### config.mk
export PLATFORM = sky130hd
export DESIGN_NAME = solid_run_rectangle_merger_top_flat
export DESIGN_NICKNAME = d
export VERILOG_FILES = /design/src/sv/srrm_pkg.sv /design/src/sv/srrm_if.sv /design/src/sv/srrm_lane.sv /design/src/sv/srrm_merge.sv /design/src/sv/solid_run_rectangle_merger_top.sv /design/src/flat_wrapper.sv
export SDC_FILE = /design/constraint.sdc
export NUM_CORES = 2
export LEC_CHECK = 0
export ABC_AREA = 1
export BUFFER_PORTS_ARGS = -buffer_cell sky130_fd_sc_hd__buf_2
export CAP_MARGIN = 30
export CORE_ASPECT_RATIO = 1.2
export CORE_MARGIN = 2
export CORE_UTILIZATION = 45
export DETAILED_ROUTE_END_ITERATION = 10
export GPL_TIMING_DRIVEN = 0
export PLACE_DENSITY_LB_ADDON = 0.12
export SETUP_SLACK_MARGIN = 0.3
export SLEW_MARGIN = 15
export SYNTH_ARGS = -nofsm -noshare
export SYNTH_HDL_FRONTEND = slang
export SYNTH_SLANG_ARGS = --single-unit
### constraint.sdc
create_clock -name i_clk -period 10.95 [get_ports i_clk]
set_input_delay 0.5475 -clock i_clk [delete_from_list [all_inputs] [get_ports i_clk]]
set_output_delay 0.5475 -clock i_clk [all_outputs]
set_load 0.01 [all_outputs]
### src/sv/srrm_pkg.sv
// srrm_pkg: shared constants, field widths and record types of the solid run rectangle merger
// no dependencies; imported by the interfaces and every module of the block
`timescale 1ns / 1ps
`default_nettype none

package srrm_pkg;

    localparam int DEF_MAX_COLUMNS    = 64;
    localparam int DEF_ROW_INDEX_BITS = 16;
    localparam int ROW_SOLID_W        = 64;
    localparam int ROW_WIDTH_W        = 7;
    localparam int COL_OUT_W          = 6;
    localparam int ROW_OUT_W          = 16;

    localparam logic [ROW_WIDTH_W-1:0] ROW_WIDTH_RESET = ROW_WIDTH_W'(64);

    // per column flags found by one lane
    typedef struct packed {
        logic ps;
        logic pe;
        logic cs;
        logic ce;
        logic x;
    } t_lane_flags;

    typedef struct packed {
        logic [COL_OUT_W-1:0] box_left;
        logic [COL_OUT_W-1:0] box_right;
        logic [ROW_OUT_W-1:0] box_top;
        logic [ROW_OUT_W-1:0] box_bottom;
        logic                 last_box;
    } t_box;

endpackage

`default_nettype wire

### src/sv/srrm_if.sv
// srrm_if: valid/ready channel interfaces for configuration, input rows and output boxes
// depends on srrm_pkg for field widths
`timescale 1ns / 1ps
`default_nettype none

interface srrm_cfg_if import srrm_pkg::*; ();
    logic                   valid;
    logic                   ready;
    logic [ROW_WIDTH_W-1:0] row_width;

    modport source (output valid, output row_width, input ready);
    modport sink (input valid, input row_width, output ready);
endinterface

interface srrm_row_if import srrm_pkg::*; ();
    logic                   valid;
    logic                   ready;
    logic [ROW_SOLID_W-1:0] row_solid;
    logic                   last_row;

    modport source (output valid, output row_solid, output last_row, input ready);
    modport sink (input valid, input row_solid, input last_row, output ready);
endinterface

interface srrm_box_if import srrm_pkg::*; ();
    logic                 valid;
    logic                 ready;
    logic [COL_OUT_W-1:0] box_left;
    logic [COL_OUT_W-1:0] box_right;
    logic [ROW_OUT_W-1:0] box_top;
    logic [ROW_OUT_W-1:0] box_bottom;
    logic                 last_box;

    modport source (output valid, output box_left, output box_right, output box_top,
                    output box_bottom, output last_box, input ready);
    modport sink (input valid, input box_left, input box_right, input box_top,
                  input box_bottom, input last_box, output ready);
endinterface

`default_nettype wire

### src/sv/srrm_lane.sv
// srrm_lane: one column lane, finds run starts, run ends and mismatches against the previous row
// depends on srrm_pkg for t_lane_flags
`timescale 1ns / 1ps
`default_nettype none

module srrm_lane import srrm_pkg::*; (
    input  wire logic [2:0]  i_prev,
    input  wire logic [2:0]  i_cur,
    output t_lane_flags      o_flags
);

    // bit 0 is the column to the left, bit 1 this column, bit 2 the column to the right
    logic ps;
    logic pe;
    logic cs;
    logic ce;

    assign ps = i_prev[1] & ~i_prev[0];
    assign pe = i_prev[1] & ~i_prev[2];
    assign cs = i_cur[1] & ~i_cur[0];
    assign ce = i_cur[1] & ~i_cur[2];

    assign o_flags.ps = ps;
    assign o_flags.pe = pe;
    assign o_flags.cs = cs;
    assign o_flags.ce = ce;
    // previous run broken here: own bit differs, or a bounding neighbor differs
    assign o_flags.x  = i_prev[1] & ((i_prev[1] ^ i_cur[1])
                                   | (ps & (i_prev[0] ^ i_cur[0]))
                                   | (pe & (i_prev[2] ^ i_cur[2])));

endmodule

`default_nettype wire

### src/sv/srrm_merge.sv
// srrm_merge: merging sequencer, walks lane flags run by run, keeps box top rows, emits boxes
// depends on srrm_pkg and srrm_box_if
`timescale 1ns / 1ps
`default_nettype none

module srrm_merge import srrm_pkg::*; #(
    parameter int MAX_COLUMNS    = DEF_MAX_COLUMNS,
    parameter int ROW_INDEX_BITS = DEF_ROW_INDEX_BITS
) (
    input  wire logic                      i_clk,
    input  wire logic                      i_rst_n,
    input  wire logic                      i_start,
    input  wire logic                      i_last,
    input  wire t_lane_flags               i_flags [MAX_COLUMNS],
    input  wire logic [ROW_INDEX_BITS-1:0] i_step_idx,
    input  wire logic [ROW_INDEX_BITS-1:0] i_step_pidx,
    output logic                           o_idle,
    srrm_box_if.source                     o_box
);

    localparam int MC = MAX_COLUMNS;
    localparam int CW = $clog2(MAX_COLUMNS);
    localparam int RB = ROW_INDEX_BITS;

    typedef enum logic [4:0] {
        ST_IDLE  = 5'b00001,
        ST_SCAN  = 5'b00010,
        ST_FETCH = 5'b00100,
        ST_OPEN  = 5'b01000,
        ST_FLUSH = 5'b10000
    } t_state;

    function automatic logic [CW-1:0] f_low(input logic [MC-1:0] v);
        logic [CW-1:0] r;
        r = '0;
        for (int i = MC - 1; i >= 0; i--) begin
            if (v[i]) begin
                r = CW'(i);
            end
        end
        return r;
    endfunction

    function automatic logic [MC-1:0] f_le(input logic [CW-1:0] e);
        logic [MC-1:0] m;
        for (int i = 0; i < MC; i++) begin
            m[i] = (CW'(i) <= e);
        end
        return m;
    endfunction

    function automatic logic [MC-1:0] f_dec(input logic [CW-1:0] s);
        logic [MC-1:0] m;
        for (int i = 0; i < MC; i++) begin
            m[i] = (CW'(i) == s);
        end
        return m;
    endfunction

    t_state        r_state, n_state;
    logic [MC-1:0] r_ps_rem, n_ps_rem;
    logic [MC-1:0] r_pe_rem, n_pe_rem;
    logic [MC-1:0] r_x_rem, n_x_rem;
    logic [MC-1:0] r_cs_rem, n_cs_rem;
    logic [MC-1:0] r_ce_rem, n_ce_rem;
    logic [MC-1:0] r_cont, n_cont;
    logic          r_last, n_last;
    logic [RB-1:0] r_step_idx, n_step_idx;
    logic [RB-1:0] r_step_pidx, n_step_pidx;
    logic [CW-1:0] r_pend_l, n_pend_l;
    logic [CW-1:0] r_pend_r, n_pend_r;
    logic [RB-1:0] r_pend_bot, n_pend_bot;
    logic          r_use_idx, n_use_idx;
    logic          r_from_open, n_from_open;
    t_box          r_hold, n_hold;
    logic          r_hold_v, n_hold_v;
    t_box          r_out, n_out;
    logic          r_out_v, n_out_v;

    logic [RB-1:0] mem [MC];
    logic [RB-1:0] r_rd_data;
    logic [CW-1:0] rd_addr;
    logic          mem_we;

    logic [MC-1:0] f_ps, f_pe, f_cs, f_ce, f_x;
    logic [CW-1:0] sc_s, sc_e;
    logic [MC-1:0] sc_le;
    logic          sc_closed;
    logic [MC-1:0] open_set;
    logic [CW-1:0] op_s, op_e;
    logic          op_new;
    logic          out_free;
    t_box          fetch_box;
    t_state        fetch_ret;

    always_comb begin
        for (int c = 0; c < MC; c++) begin
            f_ps[c] = i_flags[c].ps;
            f_pe[c] = i_flags[c].pe;
            f_cs[c] = i_flags[c].cs;
            f_ce[c] = i_flags[c].ce;
            f_x[c]  = i_flags[c].x;
        end
    end

    // lowest open previous run and whether this row breaks it
    assign sc_s      = f_low(r_ps_rem);
    assign sc_e      = f_low(r_pe_rem);
    assign sc_le     = f_le(sc_e);
    assign sc_closed = |(r_x_rem & sc_le);

    // current runs to open, or all current runs on the last row
    assign open_set = r_cs_rem & (r_last ? {MC{1'b1}} : ~r_cont);
    assign op_s     = f_low(open_set);
    assign op_e     = f_low(r_ce_rem);
    assign op_new   = ~r_cont[op_s];

    assign out_free  = ~r_out_v | o_box.ready;
    assign fetch_ret = r_from_open ? ST_OPEN : ST_SCAN;

    always_comb begin
        fetch_box.box_left   = COL_OUT_W'(r_pend_l);
        fetch_box.box_right  = COL_OUT_W'(r_pend_r);
        fetch_box.box_top    = r_use_idx ? ROW_OUT_W'(r_step_idx) : ROW_OUT_W'(r_rd_data);
        fetch_box.box_bottom = ROW_OUT_W'(r_pend_bot);
        fetch_box.last_box   = 1'b0;
    end

    always_comb begin
        n_state     = r_state;
        n_ps_rem    = r_ps_rem;
        n_pe_rem    = r_pe_rem;
        n_x_rem     = r_x_rem;
        n_cs_rem    = r_cs_rem;
        n_ce_rem    = r_ce_rem;
        n_cont      = r_cont;
        n_last      = r_last;
        n_step_idx  = r_step_idx;
        n_step_pidx = r_step_pidx;
        n_pend_l    = r_pend_l;
        n_pend_r    = r_pend_r;
        n_pend_bot  = r_pend_bot;
        n_use_idx   = r_use_idx;
        n_from_open = r_from_open;
        n_hold      = r_hold;
        n_hold_v    = r_hold_v;
        n_out       = r_out;
        n_out_v     = r_out_v & ~o_box.ready;
        mem_we      = 1'b0;
        rd_addr     = r_pend_l;
        case (r_state)
            ST_IDLE: begin
                if (i_start) begin
                    n_ps_rem    = f_ps;
                    n_pe_rem    = f_pe;
                    n_x_rem     = f_x;
                    n_cs_rem    = f_cs;
                    n_ce_rem    = f_ce;
                    n_cont      = '0;
                    n_last      = i_last;
                    n_step_idx  = i_step_idx;
                    n_step_pidx = i_step_pidx;
                    n_state     = ST_SCAN;
                end
            end
            ST_SCAN: begin
                rd_addr = sc_s;
                if (r_ps_rem == '0) begin
                    n_state = ST_OPEN;
                end else begin
                    n_ps_rem = r_ps_rem & ~sc_le;
                    n_pe_rem = r_pe_rem & ~sc_le;
                    n_x_rem  = r_x_rem & ~sc_le;
                    if (sc_closed) begin
                        n_pend_l    = sc_s;
                        n_pend_r    = sc_e;
                        n_pend_bot  = r_step_pidx;
                        n_use_idx   = 1'b0;
                        n_from_open = 1'b0;
                        n_state     = ST_FETCH;
                    end else begin
                        n_cont = r_cont | f_dec(sc_s);
                    end
                end
            end
            ST_FETCH: begin
                if (!r_hold_v) begin
                    n_hold   = fetch_box;
                    n_hold_v = 1'b1;
                    n_state  = fetch_ret;
                end else if (out_free) begin
                    n_out   = r_hold;
                    n_out_v = 1'b1;
                    n_hold  = fetch_box;
                    n_state = fetch_ret;
                end
            end
            ST_OPEN: begin
                rd_addr = op_s;
                if (open_set == '0) begin
                    n_state = ST_FLUSH;
                end else begin
                    mem_we   = op_new;
                    n_cs_rem = r_cs_rem & ~f_dec(op_s);
                    if (r_last) begin
                        n_ce_rem    = r_ce_rem & ~f_le(op_e);
                        n_pend_l    = op_s;
                        n_pend_r    = op_e;
                        n_pend_bot  = r_step_idx;
                        n_use_idx   = op_new;
                        n_from_open = 1'b1;
                        n_state     = ST_FETCH;
                    end
                end
            end
            ST_FLUSH: begin
                if (!r_hold_v) begin
                    n_state = ST_IDLE;
                end else if (out_free) begin
                    n_out          = r_hold;
                    n_out.last_box = 1'b1;
                    n_out_v        = 1'b1;
                    n_hold_v       = 1'b0;
                    n_state        = ST_IDLE;
                end
            end
            default: begin
                n_state = ST_IDLE;
            end
        endcase
    end

    always_ff @(posedge i_clk) begin
        if (mem_we) begin
            mem[op_s] <= r_step_idx;
        end
        r_rd_data <= mem[rd_addr];
    end

    always_ff @(posedge i_clk) begin
        if (!i_rst_n) begin
            r_state  <= ST_IDLE;
            r_hold_v <= 1'b0;
            r_out_v  <= 1'b0;
        end else begin
            r_state  <= n_state;
            r_hold_v <= n_hold_v;
            r_out_v  <= n_out_v;
        end
    end

    always_ff @(posedge i_clk) begin
        r_ps_rem    <= n_ps_rem;
        r_pe_rem    <= n_pe_rem;
        r_x_rem     <= n_x_rem;
        r_cs_rem    <= n_cs_rem;
        r_ce_rem    <= n_ce_rem;
        r_cont      <= n_cont;
        r_last      <= n_last;
        r_step_idx  <= n_step_idx;
        r_step_pidx <= n_step_pidx;
        r_pend_l    <= n_pend_l;
        r_pend_r    <= n_pend_r;
        r_pend_bot  <= n_pend_bot;
        r_use_idx   <= n_use_idx;
        r_from_open <= n_from_open;
        r_hold      <= n_hold;
        r_out       <= n_out;
    end

    assign o_idle           = (r_state == ST_IDLE);
    assign o_box.valid      = r_out_v;
    assign o_box.box_left   = r_out.box_left;
    assign o_box.box_right  = r_out.box_right;
    assign o_box.box_top    = r_out.box_top;
    assign o_box.box_bottom = r_out.box_bottom;
    assign o_box.last_box   = r_out.last_box;

    a_state_onehot: assert property (@(posedge i_clk) disable iff (!i_rst_n)
        $onehot(r_state))
        else $error("merge state not one-hot");

    a_idle_no_hold: assert property (@(posedge i_clk) disable iff (!i_rst_n)
        r_state == ST_IDLE |-> !r_hold_v)
        else $error("held box left behind at end of row");

    a_open_after_scan: assert property (@(posedge i_clk) disable iff (!i_rst_n)
        r_state == ST_OPEN |-> r_ps_rem == '0)
        else $error("open phase entered with previous runs pending");

    a_flush_marks_last: assert property (@(posedge i_clk) disable iff (!i_rst_n)
        (r_state == ST_FLUSH && r_hold_v && out_free) |=> (!r_hold_v && r_out_v && r_out.last_box))
        else $error("final box of row not marked");

endmodule

`default_nettype wire

### src/sv/solid_run_rectangle_merger_top.sv
// Solid run rectangle merger. Each accepted request is one row of solid flags, masked to the
// configured row width; one lane per column finds run edges and mismatches against the previous
// row in the accept cycle, then a merging sequencer walks the runs one per cycle, apart from a
// fetch step for each box it emits and stalls while the output register is full. A row passes
// through these steps: accept, the runs of the previous row and the end of that scan, a fetch
// for each box it closes (with the top-row memory read), the runs that open a new box (one
// top-row memory write each; on the last row every run of the row), a fetch for each box
// emitted on the last row, the end of the open pass and the hand-over of the final box. The
// top-row memory has one write and one read port; it needs no clearing pass after reset. A new
// row is accepted only once the previous one is fully handled.
// depends on srrm_pkg, srrm_if, srrm_lane and srrm_merge
`timescale 1ns / 1ps
`default_nettype none

module solid_run_rectangle_merger_top import srrm_pkg::*; #(
    parameter int MAX_COLUMNS    = DEF_MAX_COLUMNS,
    parameter int ROW_INDEX_BITS = DEF_ROW_INDEX_BITS
) (
    input  wire logic  i_clk,
    input  wire logic  i_rst_n,
    srrm_cfg_if.sink   i_cfg,
    srrm_row_if.sink   i_row,
    srrm_box_if.source o_box
);

    localparam int MC = MAX_COLUMNS;
    localparam int RB = ROW_INDEX_BITS;

    logic [ROW_WIDTH_W-1:0] r_row_width;
    logic [MC-1:0]          r_prev, n_prev;
    logic [RB-1:0]          r_prev_idx, n_prev_idx;
    logic [RB-1:0]          r_idx, n_idx;

    logic [MC-1:0]   width_mask;
    logic [MC-1:0]   cur;
    logic [MC+1:0]   prev_pad;
    logic [MC+1:0]   cur_pad;
    t_lane_flags     flags [MC];
    logic            merge_idle;
    logic            row_accept;

    assign i_cfg.ready = 1'b1;

    always_ff @(posedge i_clk) begin
        if (!i_rst_n) begin
            r_row_width <= ROW_WIDTH_RESET;
        end else if (i_cfg.valid) begin
            r_row_width <= i_cfg.row_width;
        end
    end

    // widths above the column count saturate by construction
    always_comb begin
        for (int c = 0; c < MC; c++) begin
            width_mask[c] = (ROW_WIDTH_W'(c) < r_row_width);
        end
    end

    assign cur      = i_row.row_solid[MC-1:0] & width_mask;
    assign prev_pad = {1'b0, r_prev, 1'b0};
    assign cur_pad  = {1'b0, cur, 1'b0};

    genvar g;
    generate
        for (g = 0; g < MC; g++) begin : g_lane
            srrm_lane u_lane (
                .i_prev  (prev_pad[g+2:g]),
                .i_cur   (cur_pad[g+2:g]),
                .o_flags (flags[g])
            );
        end
    endgenerate

    assign i_row.ready = merge_idle;
    assign row_accept  = i_row.valid & merge_idle;

    always_comb begin
        n_prev     = r_prev;
        n_prev_idx = r_prev_idx;
        n_idx      = r_idx;
        if (row_accept) begin
            if (i_row.last_row) begin
                n_prev     = '0;
                n_prev_idx = '0;
                n_idx      = '0;
            end else begin
                n_prev     = cur;
                n_prev_idx = r_idx;
                n_idx      = (&r_idx) ? r_idx : r_idx + 1'b1;
            end
        end
    end

    always_ff @(posedge i_clk) begin
        if (!i_rst_n) begin
            r_prev     <= '0;
            r_prev_idx <= '0;
            r_idx      <= '0;
        end else begin
            r_prev     <= n_prev;
            r_prev_idx <= n_prev_idx;
            r_idx      <= n_idx;
        end
    end

    srrm_merge #(
        .MAX_COLUMNS    (MAX_COLUMNS),
        .ROW_INDEX_BITS (ROW_INDEX_BITS)
    ) u_merge (
        .i_clk       (i_clk),
        .i_rst_n     (i_rst_n),
        .i_start     (row_accept),
        .i_last      (i_row.last_row),
        .i_flags     (flags),
        .i_step_idx  (r_idx),
        .i_step_pidx (r_prev_idx),
        .o_idle      (merge_idle),
        .o_box       (o_box)
    );

endmodule

`default_nettype wire

### src/flat_wrapper.sv
// flat-port wrapper written by rule: the top's interface ports become plain ports
module solid_run_rectangle_merger_top_flat import srrm_pkg::*;
#(
    parameter int MAX_COLUMNS    = DEF_MAX_COLUMNS,
    parameter int ROW_INDEX_BITS = DEF_ROW_INDEX_BITS
)
  (i_clk, i_rst_n, i_cfg_valid, i_cfg_row_width, i_cfg_ready, i_row_valid, i_row_row_solid, i_row_last_row, i_row_ready, o_box_valid, o_box_box_left, o_box_box_right, o_box_box_top, o_box_box_bottom, o_box_last_box, o_box_ready);
  srrm_cfg_if i_cfg_i ();
  srrm_row_if i_row_i ();
  srrm_box_if o_box_i ();
  input  wire logic i_clk;
  input  wire logic i_rst_n;
  input wire logic [$bits(i_cfg_i.valid)-1:0] i_cfg_valid;
  input wire logic [$bits(i_cfg_i.row_width)-1:0] i_cfg_row_width;
  output wire logic [$bits(i_cfg_i.ready)-1:0] i_cfg_ready;
  input wire logic [$bits(i_row_i.valid)-1:0] i_row_valid;
  input wire logic [$bits(i_row_i.row_solid)-1:0] i_row_row_solid;
  input wire logic [$bits(i_row_i.last_row)-1:0] i_row_last_row;
  output wire logic [$bits(i_row_i.ready)-1:0] i_row_ready;
  output wire logic [$bits(o_box_i.valid)-1:0] o_box_valid;
  output wire logic [$bits(o_box_i.box_left)-1:0] o_box_box_left;
  output wire logic [$bits(o_box_i.box_right)-1:0] o_box_box_right;
  output wire logic [$bits(o_box_i.box_top)-1:0] o_box_box_top;
  output wire logic [$bits(o_box_i.box_bottom)-1:0] o_box_box_bottom;
  output wire logic [$bits(o_box_i.last_box)-1:0] o_box_last_box;
  input wire logic [$bits(o_box_i.ready)-1:0] o_box_ready;
  assign i_cfg_i.valid = i_cfg_valid;
  assign i_cfg_i.row_width = i_cfg_row_width;
  assign i_cfg_ready = i_cfg_i.ready;
  assign i_row_i.valid = i_row_valid;
  assign i_row_i.row_solid = i_row_row_solid;
  assign i_row_i.last_row = i_row_last_row;
  assign i_row_ready = i_row_i.ready;
  assign o_box_valid = o_box_i.valid;
  assign o_box_box_left = o_box_i.box_left;
  assign o_box_box_right = o_box_i.box_right;
  assign o_box_box_top = o_box_i.box_top;
  assign o_box_box_bottom = o_box_i.box_bottom;
  assign o_box_last_box = o_box_i.last_box;
  assign o_box_i.ready = o_box_ready;
  solid_run_rectangle_merger_top #(.MAX_COLUMNS(MAX_COLUMNS), .ROW_INDEX_BITS(ROW_INDEX_BITS)) u_core (.i_clk(i_clk), .i_rst_n(i_rst_n), .i_cfg(i_cfg_i), .i_row(i_row_i), .o_box(o_box_i));
endmodule
==> reports/metrics.cfg <==
[synthesis]
synth-compound-area-share=0.06232
synth_fp_nets=8385
synth_top_family_by_area=simple AND/OR/NAND/NOR gates
yosys-top-cells-count=nand2_1, edfxtp_1, nand3_1, inv_1, nor2_1
netlist_top_cells_area=edfxtp_1, nand2_1, nand3_1
yosys.cell_count.top_type=nand2_1
ys_seq_area_frac=0.6225
syn-instance-count=8307
synth_simple_gate_area_frac=0.2410
synth_ff_type=edfxtp_1
synth-xor-area-share=0.0001104
synth_mux_area_frac=0
yosys.area.top_type=edfxtp_1
synth-edff-count=1560
synth.top_cell.area_share=0.5907
ys_ff_latch=1686
synthAdderAreaFrac=0.0001578
avgSynthCellArea_um2=9.547
syn_area_um2=79310
synth_cell_type_count=54
async_flop_share=0
yosys_warnings=0

[routing]
drcViolationCount=0
vias=64993
drtAntennaViolNets=0
routed_via_density=5.776
drt_iter0_drc=7110
firstDrtPassIters=6
routedWlPerCell_um=30.27
wl_um=340600

[floorplan]
die_h_um=463.9
start_util=0.4535
core_area_um2=174900
die_w_um=387.2
rows=168
ios=125
die_area_um2=179600

[worst_setup_path]
crit_path_start_kind=flop
arrival_ns=11.09
crit_path_max_fanout=23
cp_slowest_cell=o221ai_1
criticalPathCategory=reg -> reg
end_kind=flop
cp.buffers_inverters=5
cpPeakStageDelay_ns=0.76
critical_path.most_common_cell=nand3_1
cp_top_family=simple AND/OR/NAND/NOR gates
crit_required_ns=11.48

[sta]
worstMarginPinSlew_ns=1.130
rsz0062_at_grt=no
slew_headroom=0.2436
period_minus_slack_ns=10.56
hold_viol_final=0
holdWs_ns=0.05941
max_freq_mhz=94.66
finClkSkew_ns=0.04347
final_max_slew_viol_count=0
period_share=0.9648
finalSetupViolCount=0

[clock_network]
worstSkewPairLatency_ns=0.87
clk_pin_slew_ns=0.06
cts_tree=built
cts_max_path_buffers=3
cts_buffers=175
cts.sinks=1686
postCtsSetupBuffers=0
cts_htree_levels=4
root_buffer=clkbuf_16

[job]
maxCapViolations=0

[place]
placed_cells=10903
gp_congestion=1.103
port_buffers=123
hpwl_um=267700

[finish]
area_growth_syn_to_layout_pct=15.75
fin_cells=11252
nNetsFinal=8886
drive_above_1_share=0.08988

[pwr]
power-per-cell-area_nw_per_um2=250.0
leakage_nw=35.83
power.total_mw=22.95
peakVddDrop_uv=142.0

[grt]
grt_pass1_wl_um=469500
track_usage=0.3734
antenna_found_initial=16
grt_overflow=0
grt_max_degree=30
grt_pass1_vias=63460

[outcome]
outcome=finished clean

[min_path]
hold_class=in -> reg

## sequential cells by signal, summed over array words and instances, names as in the netlist, 44 cells and up
signal	cells
u_core.u_merge.r_x_rem	64
u_core.u_merge.r_hold	44
u_core.u_merge.r_cs_rem	64
u_core.u_merge.r_pe_rem	64
u_core.u_merge.r_ps_rem	64
u_core.u_merge.r_cont	64
u_core.r_prev	64
u_core.u_merge.r_ce_rem	64
u_core.u_merge.mem	1024
## worst min-delay path, cell delays in order
cell and delay [ns]:
buf_2 0.17, o21ai_0 0.10, a21oi_1 0.04
## path summary, 6_finish.rpt
kind / slack, ns / endpoint / cells after the start / startpoint
max: 0.39 / u_core.u_merge.r_cont[13] / 32 / u_core.u_merge.r_pe_rem[63]
min reg2reg: 0.41 / u_core.u_merge.o_box.box_left[2] / 0 / u_core.u_merge.r_hold[41]
max reg2reg: 0.39 / u_core.u_merge.r_cont[13] / 32 / u_core.u_merge.r_pe_rem[63]
min: 0.06 / u_core.r_row_width[0] / 3 / i_rst_n
## final cells by class
class	count	area (um2)
Fill cell	16164	83090
Sequential cell	1686	49370
Multi-Input combinational cell	5119	24310
Clock buffer	218	4643
Inverter	1104	4144
Timing Repair Buffer	324	3706
Tap cell	2295	2872
Buffer	398	1737
Clock inverter	96	992.2
Antenna cell	12	30.03
## per-stage QoR
stage | worst slack [ns] | utilization | instance area (um2) | setup TNS (ns)
floorplan | 2.400 | - | 79310 | 0
global placement | -3.122 | 0.4734 | 82800 | -621.04
detailed placement | 0.8284 | 0.4911 | 85890 | 0
CTS | 0.7605 | 0.5239 | 91630 | 0
global route | 0.5422 | 0.5248 | 91780 | 0
finish | 0.3859 | 0.5249 | 91800 | 0
## layout by cell type (no fill, tap or decap), types with 8 or more instances in the layout
master,n
nand2_1,2063
edfxtp_1,1560
nand3_1,1299
inv_1,1097
nor2_1,539
clkbuf_1,253
o21ai_0,239
buf_2,236
a21oi_1,210
nand3b_1,207
clkbuf_16,177
o32ai_1,145
dfxtp_1,126
buf_8,87
nor2_2,64
nor3_1,61
buf_6,48
nand4_1,46
buf_1,44
clkinv_1,35
a32o_1,35
buf_16,34
o22ai_1,26
clkinv_2,24
nor4_1,21
buf_4,20
o211ai_1,18
clkbuf_2,17
o31ai_1,16
a22oi_1,16
a31oi_1,14
o311ai_0,14
bufinv_16,13
diode_2,12
or2_2,11
dlygate4sd3_1,10
buf_12,8
## logic make-up (layout without fill, tap and decap cells)
family	Yosys count	after routing
AO/OA/AOI/OAI	776	776
flip-flops	1686	1686
buffers and inverters	1502	2140
AND/OR/NAND/NOR	4340	4340
other	1	13
XOR/XNOR	1	1
adder cells (fa/ha/maj)	1	1
## power by group
group / total (mW) / internal (mW) / leakage (nW) / switching [mW]
clock network: 6.01 / 3.33 / 2.73 / 2.68
logic: 7.91 / 2.00 / 17.6 / 5.92
registers: 9.02 / 8.43 / 15.5 / 0.587
total: 22.9 / 13.8 / 35.8 / 9.18
## layer usage
layer  wire length [um]  global-route usage  vias to the layer above
li1                   -                   -                    29366
met1             118400              0.4085                    31561
met2             163700              0.6263                     3069
met3              21650             0.05726                      995
met4              36890              0.3411                        2
met5                 10                   0                        -
## timing repair
item,4_1_cts,5_1_grt
endpoints found under the hold margin,8,0
hold buffers,10,0
resized for setup,0,0
(Power assumes the default switching activity.)
